`src/hw/rtl/wmf_pkg.sv`:
```
`default_nettype none
package wmf_pkg;

  localparam int MAX_WIDTH  = 1024;
  localparam int MAX_HEIGHT = 1024;
  localparam int PIXEL_BITS = 8;

  localparam int COL_BITS  = $clog2(MAX_WIDTH);
  localparam int ROW_BITS  = $clog2(MAX_HEIGHT);
  localparam int SIZE_BITS = 11;
  localparam int CFG_BITS  = 11;
  localparam int IDX_BITS  = 2;

  localparam int WIN      = 5;
  localparam int WIN_N    = WIN * WIN;
  localparam int BANKS    = 4;
  localparam int SLOT_BITS = 2;
  localparam int RANK_BITS = 5;

  localparam logic [RANK_BITS-1:0] MED3_RANK = RANK_BITS'(4);
  localparam logic [RANK_BITS-1:0] MED5_RANK = RANK_BITS'(12);

  localparam logic [IDX_BITS-1:0] REG_WINDOW_MODE  = 2'd0;
  localparam logic [IDX_BITS-1:0] REG_FRAME_WIDTH  = 2'd1;
  localparam logic [IDX_BITS-1:0] REG_FRAME_HEIGHT = 2'd2;

  typedef logic [PIXEL_BITS-1:0] pixel_t;
  typedef pixel_t [WIN_N-1:0] win_vals_t;

  // State handed from one rank cell to the next.
  typedef struct packed {
    logic                  valid;
    win_vals_t             vals;
    logic [WIN_N-1:0]      active;
    logic [RANK_BITS-1:0]  rank;
    pixel_t                med;
    logic [ROW_BITS-1:0]   row;
    logic [COL_BITS-1:0]   col;
    logic                  last;
  } rank_state_t;

endpackage
`default_nettype wire

```
`src/hw/rtl/wmf_window.sv`:
```
`default_nettype none
module wmf_window
  import wmf_pkg::*;
(
  input  wire logic          clk,
  input  wire logic          rst,
  input  wire logic          shift,
  input  wire pixel_t [WIN-1:0] col_in,
  output win_vals_t          vals
);

  pixel_t win [WIN][WIN];

  always_ff @(posedge clk) begin
    if (rst) begin
      for (int i = 0; i < WIN; i++) begin
        for (int j = 0; j < WIN; j++) begin
          win[i][j] <= '0;
        end
      end
    end else if (shift) begin
      for (int i = 0; i < WIN; i++) begin
        for (int j = 0; j < WIN - 1; j++) begin
          win[i][j] <= win[i][j+1];
        end
        win[i][WIN-1] <= col_in[i];
      end
    end
  end

  always_comb begin
    for (int i = 0; i < WIN; i++) begin
      for (int j = 0; j < WIN; j++) begin
        vals[i*WIN+j] = win[i][j];
      end
    end
  end

endmodule
`default_nettype wire

```
`config.mk`:
```
export PLATFORM = sky130hd
export DESIGN_NAME = wmf_window
export DESIGN_NICKNAME = d
export VERILOG_FILES = /design/src/hw/rtl/wmf_pkg.sv /design/src/hw/rtl/wmf_window.sv
export SDC_FILE = /design/constraint.sdc
export NUM_CORES = 1
export LEC_CHECK = 0
export BUFFER_PORTS_ARGS = -buffer_cell sky130_fd_sc_hd__buf_2
export CORE_UTILIZATION = 47
export CTS_CLUSTER_SIZE = 16
export DETAILED_ROUTE_END_ITERATION = 10
export GPL_ROUTABILITY_DRIVEN = 0
export PLACE_DENSITY = 0.82
export REMOVE_ABC_BUFFERS = 1
export SLEW_MARGIN = 20
export SYNTH_ARGS = -nofsm -noshare
export SYNTH_HDL_FRONTEND = slang
export SYNTH_SLANG_ARGS = --single-unit
```
`constraint.sdc`:
```
create_clock -name clk -period 6.6 [get_ports clk]
set_input_delay 1.32 -clock clk [delete_from_list [all_inputs] [get_ports clk]]
set_output_delay 1.32 -clock clk [all_outputs]
set_load 0.005 [all_outputs]
```
Word level (Yosys, flattened, before mapping)
Memories as Yosys holds them, arrays and structs flattened.
Cells that the tools add are included.
- flip-flop bits (word level): 0
- bits in writable memories: 200
- input port bits: 43
- output and inout bits: 200
- word-level logic and storage cells: 56
- memories: 1
- memory list (memory ; depth ; bits a word ; rd ports ; clocked after memory_dff ; write ports ; line ; text):
    win ; 5 ; 40 ; 5 ; 0 ; 5 ; wmf_window.sv:12 ; pixel_t win [WIN][WIN];
- muxes and demuxes: 30
- bitwise gates (word level): 25
- operator list (operator ; count):
    two-way mux 8 bit ; 25
    OR 1 bit ; 25
    two-way mux 1 bit ; 5

Logic depth before layout (Yosys ltp)
- depth after elaboration: 4
- mapped depth: 3
- depth with buffers taken out: 1

Worst setup path before layout
No wires, ideal clock.
- kind: input to register
- from: input rst
- to: memory win[0][0] (netlist name), enable pin
- library setup time: 575 ps
- arrival: 5920 ps
- data required time: 6025 ps
- path slack: 105 ps
- cell stages on the path: 3
- buffers on the path: 2
- path through: buf_6 -> buf_6 -> or2_1
- RTL lines (what ; line ; text):
    from (decl) ; wmf_window.sv:6 ; input wire logic rst,
    to (decl) ; wmf_window.sv:12 ;

==> summary.txt <==
Min path
  – Critical hold path startpoint: win[0][129]
  – Cell count of the worst hold path: 1
  – Hold-critical path endpoint: win[0][137]
  – Class of the most critical hold timing path: register to register

STA
  – Highest achievable clock rate: around 290 MHz
  – Accumulated negative setup slack: 0 ns
  – Worst-Margin Slew: 1.01 ns
  – Post-layout minimum cycle time: 3.44 ns
  – Setup skew after layout: around 0.0086 ns
  – Unrepaired setup endpoints after global routing: false
  – Tightest slew margin relative to the limit: approximately 33%
  – Count of final max-slew check failures: 0
  – Final setup fails: 0
  – Total count of hold-check failures in the final report: 0
  – Share of the clock period used by the worst path: 52.1%
  – Worst setup slack after layout: between 3 and 4 ns

Routing
  – Routed wire per std cell: about 18 um
  – Overall routed net length: between 15000 and 20000 um
  – TritonRoute pass-1 iters: 4
  – Drt initial violations: roughly 280
  – Number of remaining DRC errors: 0
  – Via-to-Cell Ratio: between 5 and 6
  – Post-route ant nets: 0
  – Via Count: ~4500

Worst setup path
  – Worst setup path startpoint: shift
  – Worst endpoint required time: roughly 6.7 ns
  – Worst Path Arrival: roughly 3.5 ns
  – Crit Path Category: primary input to register
  – R2R setup slack: approximately 5.7 ns
  – CP cell instances: buf_4 -> or2_4 -> buf_12
  – Maximum fanout along the worst path: between 100 and 150
  – Capture instance of the worst register-to-register path: win[0][151]
  – Highest-delay cell along the critical path: sky130_fd_sc_hd__or2_4
  – Worst R2R Path Depth: 1
  – CP peak stage delay: 0.92 ns
  – Element type at the critical path end: register
  – Startpoint types: primary input
  – Worst reg2reg path startpoint: win[0][143]

Layout
  – Biggest registers after layout: win: 200 flops
  – Number of flip-flops in the largest register: 200
  – Number of filler cells placed in the layout: approximately 1300
  – Layout Nets: 708
  – Reg area: approximately 6000 um2
  – Top register by number of flip-flops: win
  – Growth of design area from synthesis to finish: 21.4%
  – Commonest cells after routing, fill and taps aside: 240 x sky130_fd_sc_hd__buf_2, 200 x sky130_fd_sc_hd__edfxtp_1, 172 x sky130_fd_sc_hd__and3b_1, 28 x sky130_fd_sc_hd__and3b_2, 17 x sky130_fd_sc_hd__clkbuf_16
  – Non-filler instance count after layout: roughly 900
  – Layout cells sized above 1: 44.1%
  – Area of the multi-input gates: approximately 1800 um2
  – Commonest non-fill, non-tap cell in the layout: sky130_fd_sc_hd__buf_2

Global route
  – Overflow after GRT: 0
  – Pin count of the biggest net entering global routing: roughly 130
  – Number of antenna violations at the first check in global routing: 2
  – Global-route wire length before repair: roughly 24000 um
  – Vias in the first global route: between 4000 and 5000
  – Total global routing track utilization: 17.9%

Clock network
  – Clock-pin slew of the registers on the worst-case setup and hold paths: about 0.070 ns
  – CTS Sinks: 200
  – Inserted Clock Buffers: 17
  – Post CTS Setup Buffer Count: 0
  – Post-CTS Hold Fix Bufs: 0
  – Root buffer cell: sky130_fd_sc_hd__clkbuf_16
  – H-Tree Level Count: 4
  – Clock network latency to the later pin of the worst-skew pair: roughly 0.43 ns
  – Clock tree from TritonCTS: done
  – Buffers from clock root to sink, at most: 2
  – Post-CTS sizing: 0

Pwr
  – Leakage power: 5.05 nW
  – Ratio of total power to cell area: between 200 and 300 nW/um2
  – Overall power of the completed layout: 0.00275 W
  – Worst vdd rail ir drop: approximately 0.17 mV

Logic synthesis
  – Cell area after technology mapping: between 8000 and 9000 um2
  – Number of warning messages in the yosys log: 0
  – Register bit total from synthesis: 200
  – Register area share after synthesis: 73.7%
  – Number of library cell types mapped by synthesis: 8
  – Cell count after synthesis: around 450
  – Syn avg cell area: around 18 um2

Floorplanning
  – Number of placement rows: between 40 and 50
  – Initial Util: approximately half
  – Placeable core region: between 15000 and 20000 um2
  – Vert. Die Dim: 134 um
  – Top-Level Pins: about 240
  – DIE WIDTH: between 100 and 150 um
  – Die area: 17900 um2

Status
  – Run status: finished, final reports clean

Placed design
  – Dpl cells: approximately 870
  – Setup Slack @ Placement: between 2 and 3 ns
  – PortBufs: around 240
  – Final HPWL from detailed placement: about 10000 um

Job
  – Number of violations of the max-capacitance limit: 0
==> layout make-up <==
cell class / count / area share [%]
sequential: 200 / 60.7
multi-input combinational: 201 / 18.1
timing repair buffer: 245 / 12.6
clock buffer: 22 / 4.49
tap: 220 / 2.78
clock inverter: 8 / 1.26
antenna: 2 / 0.0505
==> metal layers <==
| layer | track usage (%) | part of all wire, % | vias up |
|---|---|---|---|
| met5 | 0 | 0 | - |
| li1 | - | - | 2157 |
| met1 | 20.8 | 40 | 2188 |
| met3 | 4.76 | 4.7 | 44 |
| met4 | 10.6 | 4.2 | 0 |
| met2 | 30.0 | 51 | 136 |
==> synthesized netlist by cell type <==
master                     number  area (um2)
sky130_fd_sc_hd__and3b_1      172        1510
sky130_fd_sc_hd__and3b_2       28         280
sky130_fd_sc_hd__buf_2         20         100
sky130_fd_sc_hd__buf_4          2        15.0
sky130_fd_sc_hd__buf_6         21         236
sky130_fd_sc_hd__clkbuf_1       1        3.75
sky130_fd_sc_hd__edfxtp_1     200        6010
sky130_fd_sc_hd__or2_1          1        6.26
==> where the power goes <==
group / internal, W / leakage (nW) / switching [W]
Clock: 0.000592 / 0.264 / 0.000428
Combinational: 0.0000956 / 2.58 / 0.000110
Sequential: 0.00149 / 2.20 / 0.0000372
Total: 0.00218 / 5.05 / 0.000575
==> metrics by stage <==
| stage | hold WS (ns) | utilization (%) | instance area [um2] |
|---|---|---|---|
| 2_1_floorplan | 0.583 | - | 7800 |
| 3_3_place_gp | 0.563 | 55.7 | 9330 |
| 5_1_grt | 0.593 | 59.1 | 9900 |
| 4_1_cts | 0.576 | 59.1 | 9900 |
| 6_report | 0.578 | 59.1 | 9900 |
| 3_5_place_dp | 0.560 | 55.7 | 9330 |
==> logic make-up after synthesis <==
group	Yosys count	synth area share, %
flops	200	73.7
simple gates	201	22.0
buf+inv	44	4.36
==> worst max-delay path, delay by kind of cell <==
kind	cells	cell delay, ns
buf+inv	2	1.05
simple gates	1	0.92
==> worst max-delay path by stage <==
| stage | end | depth (start not counted) |
|---|---|---|
| after floorplan | win[0][0] | 1 |
| after global routing | win[0][111] | 3 |
| after global placement | win[0][113] | 3 |
| after CTS | win[0][29] | 3 |
| after detailed placement | win[0][105] | 3 |
| final | win[0][10] | 3 |
Note: power is estimated with default switching activity, not from simulation.
