File: src/hw/rtl/wmf_pkg.sv
`default_nettype none
package wmf_pkg;

  localparam int MAX_WIDTH  = 1024;
  localparam int MAX_HEIGHT = 1024;
  localparam int PIXEL_BITS = 8;

  localparam int COL_BITS  = $clog2(MAX_WIDTH);
  localparam int ROW_BITS  = $clog2(MAX_HEIGHT);
  localparam int SIZE_BITS = 11;
  localparam int CFG_BITS  = 11;
  localparam int IDX_BITS  = 2;

  localparam int WIN      = 5;
  localparam int WIN_N    = WIN * WIN;
  localparam int BANKS    = 4;
  localparam int SLOT_BITS = 2;
  localparam int RANK_BITS = 5;

  localparam logic [RANK_BITS-1:0] MED3_RANK = RANK_BITS'(4);
  localparam logic [RANK_BITS-1:0] MED5_RANK = RANK_BITS'(12);

  localparam logic [IDX_BITS-1:0] REG_WINDOW_MODE  = 2'd0;
  localparam logic [IDX_BITS-1:0] REG_FRAME_WIDTH  = 2'd1;
  localparam logic [IDX_BITS-1:0] REG_FRAME_HEIGHT = 2'd2;

  typedef logic [PIXEL_BITS-1:0] pixel_t;
  typedef pixel_t [WIN_N-1:0] win_vals_t;

  // State handed from one rank cell to the next.
  typedef struct packed {
    logic                  valid;
    win_vals_t             vals;
    logic [WIN_N-1:0]      active;
    logic [RANK_BITS-1:0]  rank;
    pixel_t                med;
    logic [ROW_BITS-1:0]   row;
    logic [COL_BITS-1:0]   col;
    logic                  last;
  } rank_state_t;

endpackage
`default_nettype wire

File: src/hw/rtl/wmf_rank_cell.sv
`default_nettype none
module wmf_rank_cell
  import wmf_pkg::*;
(
  input  wire logic  clk,
  input  wire logic  rst,
  input  wire logic  en,
  input  wire rank_state_t d,
  output rank_state_t q
);

  // Decides one answer bit from the top bit of every value, then shifts
  // the values left so the next cell sees the following bit.
  rank_state_t          nxt;
  logic [RANK_BITS-1:0] zeros;
  logic                 bit_one;

  always_comb begin
    zeros = '0;
    for (int i = 0; i < WIN_N; i++) begin
      zeros = zeros + RANK_BITS'(d.active[i] & ~d.vals[i][PIXEL_BITS-1]);
    end
    bit_one = (d.rank >= zeros);
    nxt = d;
    nxt.med = {d.med[PIXEL_BITS-2:0], bit_one};
    if (bit_one) begin
      nxt.rank = d.rank - zeros;
    end
    for (int i = 0; i < WIN_N; i++) begin
      nxt.active[i] = d.active[i] & (d.vals[i][PIXEL_BITS-1] == bit_one);
      nxt.vals[i]   = {d.vals[i][PIXEL_BITS-2:0], 1'b0};
    end
  end

  always_ff @(posedge clk) begin
    if (rst) begin
      q.valid <= 1'b0;
    end else if (en) begin
      q.valid <= nxt.valid;
    end
    if (en) begin
      q.vals   <= nxt.vals;
      q.active <= nxt.active;
      q.rank   <= nxt.rank;
      q.med    <= nxt.med;
      q.row    <= nxt.row;
      q.col    <= nxt.col;
      q.last   <= nxt.last;
    end
  end

endmodule
`default_nettype wire

File: config.mk
export PLATFORM = sky130hd
export DESIGN_NAME = wmf_rank_cell
export DESIGN_NICKNAME = d
export VERILOG_FILES = /design/src/hw/rtl/wmf_pkg.sv /design/src/hw/rtl/wmf_rank_cell.sv
export SDC_FILE = /design/constraint.sdc
export NUM_CORES = 1
export LEC_CHECK = 0
export BUFFER_PORTS_ARGS = -buffer_cell sky130_fd_sc_hd__buf_2
export CAP_MARGIN = 0
export CORE_AREA = 2 2 201 203
export CTS_BUF_LIST = sky130_fd_sc_hd__clkbuf_4 sky130_fd_sc_hd__clkbuf_8
export DETAILED_ROUTE_END_ITERATION = 12
export DIE_AREA = 0 0 203 205
export GPL_TIMING_DRIVEN = 0
export HOLD_SLACK_MARGIN = 0.15
export PLACE_DENSITY = 0.53
export SLEW_MARGIN = 20
export SYNTH_ARGS = -nofsm -noshare
export SYNTH_HDL_FRONTEND = slang
export SYNTH_SLANG_ARGS = --single-unit
File: constraint.sdc
create_clock -name clk -period 5.83 [get_ports clk]
set_input_delay 0.583 -clock clk [delete_from_list [all_inputs] [get_ports clk]]
set_output_delay 0.583 -clock clk [all_outputs]
set_load 0.01 [all_outputs]
-- Word-level counts from Yosys, hierarchy flattened
Cells that the tools add are included.
- add/sub/neg operators: 25
- $lt $le $gt $ge: 1
- eq/ne operators: 25
- muxes and demuxes: 1
- bitwise logic cells: 75
- operators with widths (cell ; number):
    $and A1 B5 Y5 ; 25
    $not A1 Y5 ; 25
    $add A5 B5 Y5 ; 24
    $and A1 B1 Y1 ; 25
    $eq A1 B1 Y1 ; 25
    $ge A5 B5 Y1 ; 1
    $mux W5 ; 1
    $sub A5 B5 Y5 ; 1
- register bits after elaboration: 235
- input port bits: 263
- word-level logic and storage cells: 159

-- Depth between registers and ports, before layout
Gate-level depths: netlist of the first run.
- depth in word-level cells: 29
- depth in mapped cells: 20
- mapped depth without buffers: 19

-- Least setup slack after synthesis of the first run
Ideal clock, no wire load.
- kind: input -> register
- start point: input port d[34] (netlist bit)
- end point: register q[34] (netlist bit) (data pin)
- arrival: 5.774 ns
- required time: 5.570 ns
- slack: -0.204 ns
- stages on the path: 17
- path through: nor2b_1 fa_1 inv_1 fa_1 fa_1 fa_1 inv_1 fa_1 fa_1 inv_1 fa_1 ha_1 nor2b_1 o31a_1 o31a_1 buf_6 mux2_4
- RTL lines (element ; line ; text):
    start, declared ; wmf_rank_cell.sv:8 ; input wire rank_state_t d,
    end, declared ; wmf_rank_cell.sv:9 ; output rank_state_t q

==> results of run 1 <==
==> path summary, 6_finish.rpt <==
path | slack (ps) | depth (start not counted) | end
setup / recovery | 160 | 18 | q[30]
hold / removal | 220 | 1 | q[193]
setup reg to reg | 5200 | 2 | q[259]
hold reg to reg | 540 | 2 | q[259]
==> where the power goes <==
part           switching, mW  internal (mW)
clock                  0.724          0.973
combinational          0.820          0.819
sequential            0.0454           2.11
total                   1.59           3.91
==> routing by layer <==
layer,track usage,wire length (um),vias to the layer above
met1,0.1387,10540,3093
met5,0,11,-
met4,0.05370,855,2
li1,-,-,3067
met3,0.04327,2363,54
met2,0.2354,14880,314
==> cell usage after synthesis <==
| master | number | area share |
|---|---|---|
| mux2i_1 | 17 | 0.020 |
| nor2_1 | 1 | 0.00043 |
| dfxtp_1 | 1 | 0.0023 |
| mux2_4 | 12 | 0.021 |
| or2_2 | 1 | 0.00072 |
| fa_1 | 19 | 0.044 |
| a21oi_1 | 3 | 0.0017 |
| ha_1 | 10 | 0.014 |
| a211oi_1 | 1 | 0.00087 |
| edfxtp_1 | 234 | 0.81 |
| nor2b_1 | 12 | 0.0087 |
| o21a_1 | 2 | 0.0017 |
| a41o_1 | 1 | 0.0012 |
| buf_4 | 25 | 0.022 |
| o32ai_1 | 1 | 0.0010 |
| nor4_1 | 1 | 0.00072 |
| conb_1 | 1 | 0.00043 |
| and2_1 | 10 | 0.0072 |
| buf_6 | 2 | 0.0026 |
| buf_2 | 1 | 0.00058 |
| nand2_1 | 15 | 0.0065 |
| o311a_1 | 1 | 0.0012 |
| o31a_1 | 2 | 0.0020 |
| nor3_1 | 2 | 0.0012 |
| nand2b_1 | 15 | 0.011 |
| xor2_1 | 3 | 0.0030 |
| inv_1 | 23 | 0.010 |
| a21o_1 | 4 | 0.0035 |
==> area by class of cell <==
| class | count | area (um2) |
|---|---|---|
| fill | 3760 | 24410 |
| sequential | 235 | 7047 |
| timing repair buffer | 700 | 4569 |
| multi-input combinational | 158 | 1444 |
| clock buffer | 59 | 749.5 |
| tap | 525 | 656.9 |
| buffer | 28 | 217.7 |
| clock inverter | 20 | 183.9 |
| inverter | 23 | 86.33 |
==> repair_timing <==
action / in CTS / in global routing
setup endpoints to repair: 0 / 13
resized for setup: 0 / 3
hold buffers: 202 / 0
endpoints found under the hold margin: 202 / 0
==> logic make-up after synthesis <==
family,after synthesis,synth area share
buffers and inverters,51,0.03481
other,1,0.0004329
AO/OA/AOI/OAI,15,0.01314
flip-flops,235,0.8135
AND/OR/NAND/NOR,57,0.03626
adder cells (fa/ha/maj),29,0.05836
multiplexers,29,0.04044
XOR/XNOR,3,0.003034
==> worst max-delay path: cells and delay by family <==
kind | cells | cell delay [ps]
adder cells (fa/ha/maj) | 8 | 3680
AO/OA/AOI/OAI | 2 | 680
buffers and inverters | 5 | 490
multiplexers | 1 | 300
AND/OR/NAND/NOR | 2 | 260
==> metrics by stage <==
| stage | power (mW) | cell area [um2] | cells | util | worst slack (ps) |
|---|---|---|---|---|---|
| after CTS | 5.602 | 14950 | 1748 | 0.3797 | 151.2 |
| after global routing | 5.821 | 14950 | 1748 | 0.3799 | 22.00 |
| after detailed placement | 3.747 | 11990 | 1467 | 0.3046 | -529.6 |
| final | 5.496 | 14950 | 1748 | 0.3799 | 160.0 |
| after global placement | 3.728 | 11930 | 1465 | 0.3030 | -514.1 |
| after floorplan | 3.173 | 8787 | 444 | - | -17.23 |
==> impl_results.md, run 1 <==
* Outcome: finished clean
* Most frequent cells in the layout: buf_2 (495), edfxtp_1 (234), dlygate4sd3_1 (202), clkbuf_8 (49)
* Peak VDD IR at 0.2077 mV
* Startpoint Class: input port
* Root Buffer: clkbuf_8
* Max Freq at 176.4 MHz
* Final min period at 5670 ps
* RSZ-0062 raised after global routing: false
* Critical-path cell list: buf_2 -> nor2b_4 -> fa_1 -> inv_1 -> fa_1 -> fa_1 -> fa_1 -> inv_1 -> fa_1 -> fa_2 -> inv_2 -> fa_2 -> ha_1 -> nor2b_4 -> o31a_1 -> o31a_1 -> buf_6 -> mux2_4
* Die footprint at 0.04162 mm2
* Fin Hold WS at 217.7 ps
* Synth warn at 0
* CP peak stage delay at 540 ps
* FF-to-FF Start: q[259]
* Initial antenna violation count at 1
* Layout cells sized above 1 at 0.5053
* Pre-antenna DRT Iters at 6
* Setup violations, final at 0
* Period utilization at 0.9726
* Max_cap viols at 0
* CP Class: input port to register
* Setup Skew at 0 ps
* Min-delay src: d[192]
* Overall global routing resource usage at 0.1300
* First-pass GRT wire length at 40,380 um
* CTS tree: done
* FF+latch count, synth at 235
* Syn avg cell area at 20.62 um2
* Slew margin rel. at 0.6314
* Initial Utilization at 0.2200
* Row cnt at 73
* Max FFs per register at 235
* Input/output buffers at 496
* CP required at 6150 ps
* Crit path capture type: register
* Biggest regs: q: 235 flops
* Via/cell ratio at 3.736
* Clk slew on worst S/H paths at 50 ps
* Number of post-CTS setup repair buffers at 0
* Power Dens Cells at 367.5 mW/mm2
* Clock latency on the worst-skew pair at 560 ps
* H-tree lvl count at 2
* CP max-delay cell: fa_1
* Synth unique cells at 28
* CTS max path bufs at 3
* Final setup TNS at 0 ps
* Vias at 6,530
* Cells after Synth at 420
* # DRC at 0
* Clock Sink Count at 235
* Pin count of the biggest net entering global routing at 105
* Register area share after synthesis at 0.8135
* Top cell by count, worst path: fa_1
* Top Ports at 523
* Drt initial violations at 340
* CORE AREA at 0.03937 mm2
* Area grow syn2layout at 72.64%
* GP Congestion at 0.7167
* Most flops, register: q
* # nets final at 1,482
* Final WL at 28,650 um
* Chip Height at 205 um
* Drt wl/cell at 16.39 um
* Final Slew Violations at 0
* Leading cell type in the layout, fill and taps excluded: buf_2
* Leak at 6.618 nW
* Hold Path Class: input port to register
* CP Data Arrival Time at 5990 ps
* Routed Antenna Nets at 0
* Critical path origin: d[49]
* Synth Cell Area at 0.008662 mm2
* Slew @ Worst Pin at 552.9 ps
* HPWL after DPL at 20,260 um
* Vias in the first global route at 6,859
* Die W at 203 um
* Gr ovfl total at 0
* Worst-path fanout max at 10
* Antenna diode count at 0
* Hold Fails Final Rpt at 0
* Num CTS Buffers at 44
No activity file was read; power rests on OpenSTA's default activity.
==> run 2: changes to the inputs <==
- ABC_AREA: unset -> 1
- CORE_AREA: 2 2 201 203 -> 2 2 202 204
- DIE_AREA: 0 0 203 205 -> 0 0 204 206
==> run 2 against run 1 <==
Against the previous run:
- synthesized cell count is 24% higher
- largest power group unchanged
- first-iteration DRC count is 4.1% lower
- worst hold slack worse by 8.7 ps
- critical path depth is 4 higher
- highest routed layer unchanged
- core utilization is 0.70 points lower
- clock power is 6% higher
- flip-flop and latch count stayed put
- sequential power hardly changed
==> impl_results.md, run 2 <==
* Outcome: finished clean
* # DRC at 0 (unchanged)
* Leak at 6.737 nW (+1.8%)
* Gr ovfl total at 0 (unchanged)
* Die footprint at 0.04202 mm2 (+0.98%)
* Setup violations, final at 0 (unchanged)
* CP peak stage delay at 640 ps (+100 ps)
* Register area share after synthesis at 0.8046 (-0.008949)
* Cell Count Post-Placement at 1,574 (+7.3%)
* First-pass GRT wire length at 44,070 um (+9.1%)
* Synth area leaders: edfxtp_1 (80%), fa_1 (4.3%), nand2_1 (2.6%)
* Final Slew Violations at 0 (unchanged)
* Combinational Power Share at 0.306 (+0.008)
* Leading cell type in the layout, fill and taps excluded: buf_2
* Synth warn at 0 (unchanged)
* Die W at 204 um (+0.49%)
* Routed Antenna Nets at 0 (unchanged)
* Via/cell ratio at 3.848 (+3.0%)
* Net Sw Power at 1.816 mW (+14%)
* GP Congestion at 0.7876 (+9.9%)
* Clock network power share at 0.317 (+0.008)
* Synth unique cells at 22 (-21%)
* Main flop type after synthesis: edfxtp_1
* Root Buffer: clkbuf_8
* Drt initial violations at 326 (-4.1%)
* Vias in the first global route at 7,236 (+5.5%)
* Synth top area share at 0.8023 (-0.008923)
* Top Ports at 523 (unchanged)
* Setup Skew at 0 ps (unchanged)
* Initial Utilization at 0.2180 (-0.002076)
* Pre-antenna DRT Iters at 6 (unchanged)
* Most frequent cells in the layout: buf_2 (500), edfxtp_1 (234), dlygate4sd3_1 (193), nand2_1 (60), inv_1 (52)
* CORE AREA at 0.04018 mm2 (+2.1%)
* Layout cells sized above 1 at 0.4642 (-0.04108)
* Final WL at 32,400 um (+13%)
* Post-synth top cells: edfxtp_1 (234), nand2_1 (60), inv_1 (52)
* # nets final at 1,572 (+6.1%)
* Area grow syn2layout at 71.07%
* Input/output buffers at 496 (unchanged)
* Flop pwr share at 0.377 (-0.016)
* CP Class: input port to register
* HPWL after DPL at 23,930 um (+18%)
* Max_cap viols at 0 (unchanged)
* Worst-path fanout max at 10 (unchanged)
* Syn avg cell area at 16.84 um2 (-18%)
* Hold Path Class: input port to register
* CP required at 6150 ps (about the same)
* Post-route cell area at 0.01498 mm2 (+0.19%)
* Internal power at 3.889 mW (-0.47%)
* Most flops, register: q
* H-tree lvl count at 2 (unchanged)
* Clock latency on the worst-skew pair at 560 ps (about the same)
* Initial antenna violation count at 2 (+1)
* Top-count cell post-synth: edfxtp_1
* Fin Hold WS at 209.0 ps (-8.655 ps)
* Post-synth top area cell: edfxtp_1
* Switch share at 0.3183 (+0.02921)
* RSZ-0062 raised after global routing: true
* Vias at 7,112 (+8.9%)
* Tot Pwr at 5.704 mW (+3.8%)
* Synth Cell Area at 0.008758 mm2 (+1.1%)
* Slew margin rel. at 0.6412 (+0.009843)
* Slew @ Worst Pin at 538.2 ps (-14.77 ps)
* Biggest regs: q: 235 flops
* Period utilization at 0.9485 (-0.02407)
* Row cnt at 74 (+1.4%)
* CP Data Arrival Time at 5850 ps (-140 ps)
* Peak VDD IR at 0.2247 mV (+8.2%)
* Num CTS Buffers at 43 (-2.3%)
* Post-DP Area at 0.01206 mm2 (+0.58%)
* Drt wl/cell at 17.53 um (+7.0%)
* Clk slew on worst S/H paths at 60 ps (about the same)
* Startpoint Class: input port
* Max Freq at 180.8 MHz (+2.5%)
* Max FFs per register at 235 (unchanged)
* Power Dens Cells at 380.7 mW/mm2 (+3.6%)
* Clock Sink Count at 235 (unchanged)
* CP max-delay cell: fa_1
* Cts repair resizes at 0 (unchanged)
* Critical-path cell list: buf_2 -> inv_1 -> nand2_1 -> fa_1 -> fa_1 -> fa_1 -> fa_1 -> inv_1 -> fa_1 -> fa_1 -> inv_1 -> fa_1 -> o21ai_0 -> a21oi_1 -> ha_1 -> nand2_1 -> nor2_1 -> nor2_2 -> buf_2 -> nand3_1 -> nand2_1 -> nor2_1
* CTS tree: done
* Cells after Synth at 520 (+24%)
* Hold Fails Final Rpt at 0 (unchanged)
* Post-synth ARST share at 0 (unchanged)
* Fin util at 0.3729 (-0.007008)
* FF+latch count, synth at 235 (unchanged)
* Chip Height at 206 um (+0.49%)
* Pin count of the biggest net entering global routing at 100 (-4.8%)
* Non-Filler Instances at 1,848 (+5.7%)
* Number of fill cells at 3,926 (+4.4%)
* Crit path capture type: register
* Overall global routing resource usage at 0.1441 (+0.01412)
* Final min period at 5530 ps (-140.3 ps)
* Post-synth EDFFs at 234 (unchanged)
* Top cell by count, worst path: fa_1
* CTS max path bufs at 3 (unchanged)
==> run 2: changes by cell type in the layout (fill, tap and decap cells not counted), sizes merged, moves of 8 or more <==
cell and change:
nand2b -15, nor2b -12, nor2 +37, a21oi +26
inv +30, nand2 +47, buf +8, mux2 -12
clkbuf -9, and2 -10, dlygate4sd3 -9, nand3 +30
mux2i -16
==> run 2: repair_timing <==
action | CTS | global route
hold buffers | 193 | 0
endpoints found under the hold margin | 193 | 0
setup endpoints to repair | 0 | 17
buffers inserted | 0 | 0
==> run 2: power groups by stage <==
stage | combinational, mW | clock (mW) | sequential, mW
finish | 1.74 | 1.81 | 2.15
CTS | 1.77 | 1.89 | 2.15
floorplan | 0.906 | 0 | 2.29
detailed placement | 1.65 | 0 | 2.19
global route | 1.95 | 1.95 | 2.17
global placement | 1.63 | 0 | 2.20
==> run 2: worst max-delay path: cells and delay by family <==
kind | cells | cell delay, ps
fa+ha+maj | 8 | 3680
simple gates | 7 | 660
compound gates | 2 | 260
buf+inv | 5 | 620
==> run 2: cell type report <==
class | instances | area, um2 | area share
antenna | 2 | 5.005 | 0.0003340
buffer | 35 | 261.5 | 0.01745
inverter | 53 | 198.9 | 0.01328
timing repair buffer | 691 | 4479 | 0.2990
clock buffer | 51 | 658.1 | 0.04392
multi-input combinational | 221 | 1341 | 0.08952
tap | 532 | 665.6 | 0.04443
clock inverter | 28 | 326.6 | 0.02180
sequential | 235 | 7047 | 0.4703
==> run 2: stage by stage <==
step | setup TNS, ps | worst slack, ps
2_1_floorplan | 0 | 349.5
3_3_place_gp | -8131 | -345.0
3_5_place_dp | -8976 | -366.0
4_1_cts | 0 | 284.1
5_1_grt | -531.4 | -48.67
6_report | 0 | 300.3
==> run 2: routing by layer <==
layer  up-vias  global-route usage  share of wire
met1      3366              0.1517           0.36
met2       342              0.2591           0.52
met3        78             0.04636          0.078
met5         -                   0        0.00040
met4         2             0.07143          0.042
li1       3324                   -              -
==> run 2: worst paths after layout <==
kind	from	endpoint	slack, ps	depth (start not counted)
min	d[237]	q[238]	210	1
max	d[106]	q[36]	300	22
min reg2reg	q[259]	q[259]	510	2
max reg2reg	q[259]	q[259]	5240	2
==> run 2: cells by family (layout without fill, tap and decap cells) <==
| group | after synthesis | after routing | synth area share |
|---|---|---|---|
| xor+xnor | 3 | 3 | 0.003001 |
| fa+ha+maj | 29 | 29 | 0.05771 |
| buf+inv | 88 | 858 | 0.05257 |
| simple gates | 131 | 131 | 0.06229 |
| other cells | 1 | 27 | 0.0004282 |
| mux | 1 | 1 | 0.001143 |
| flops | 235 | 235 | 0.8046 |
| compound gates | 32 | 32 | 0.01829 |
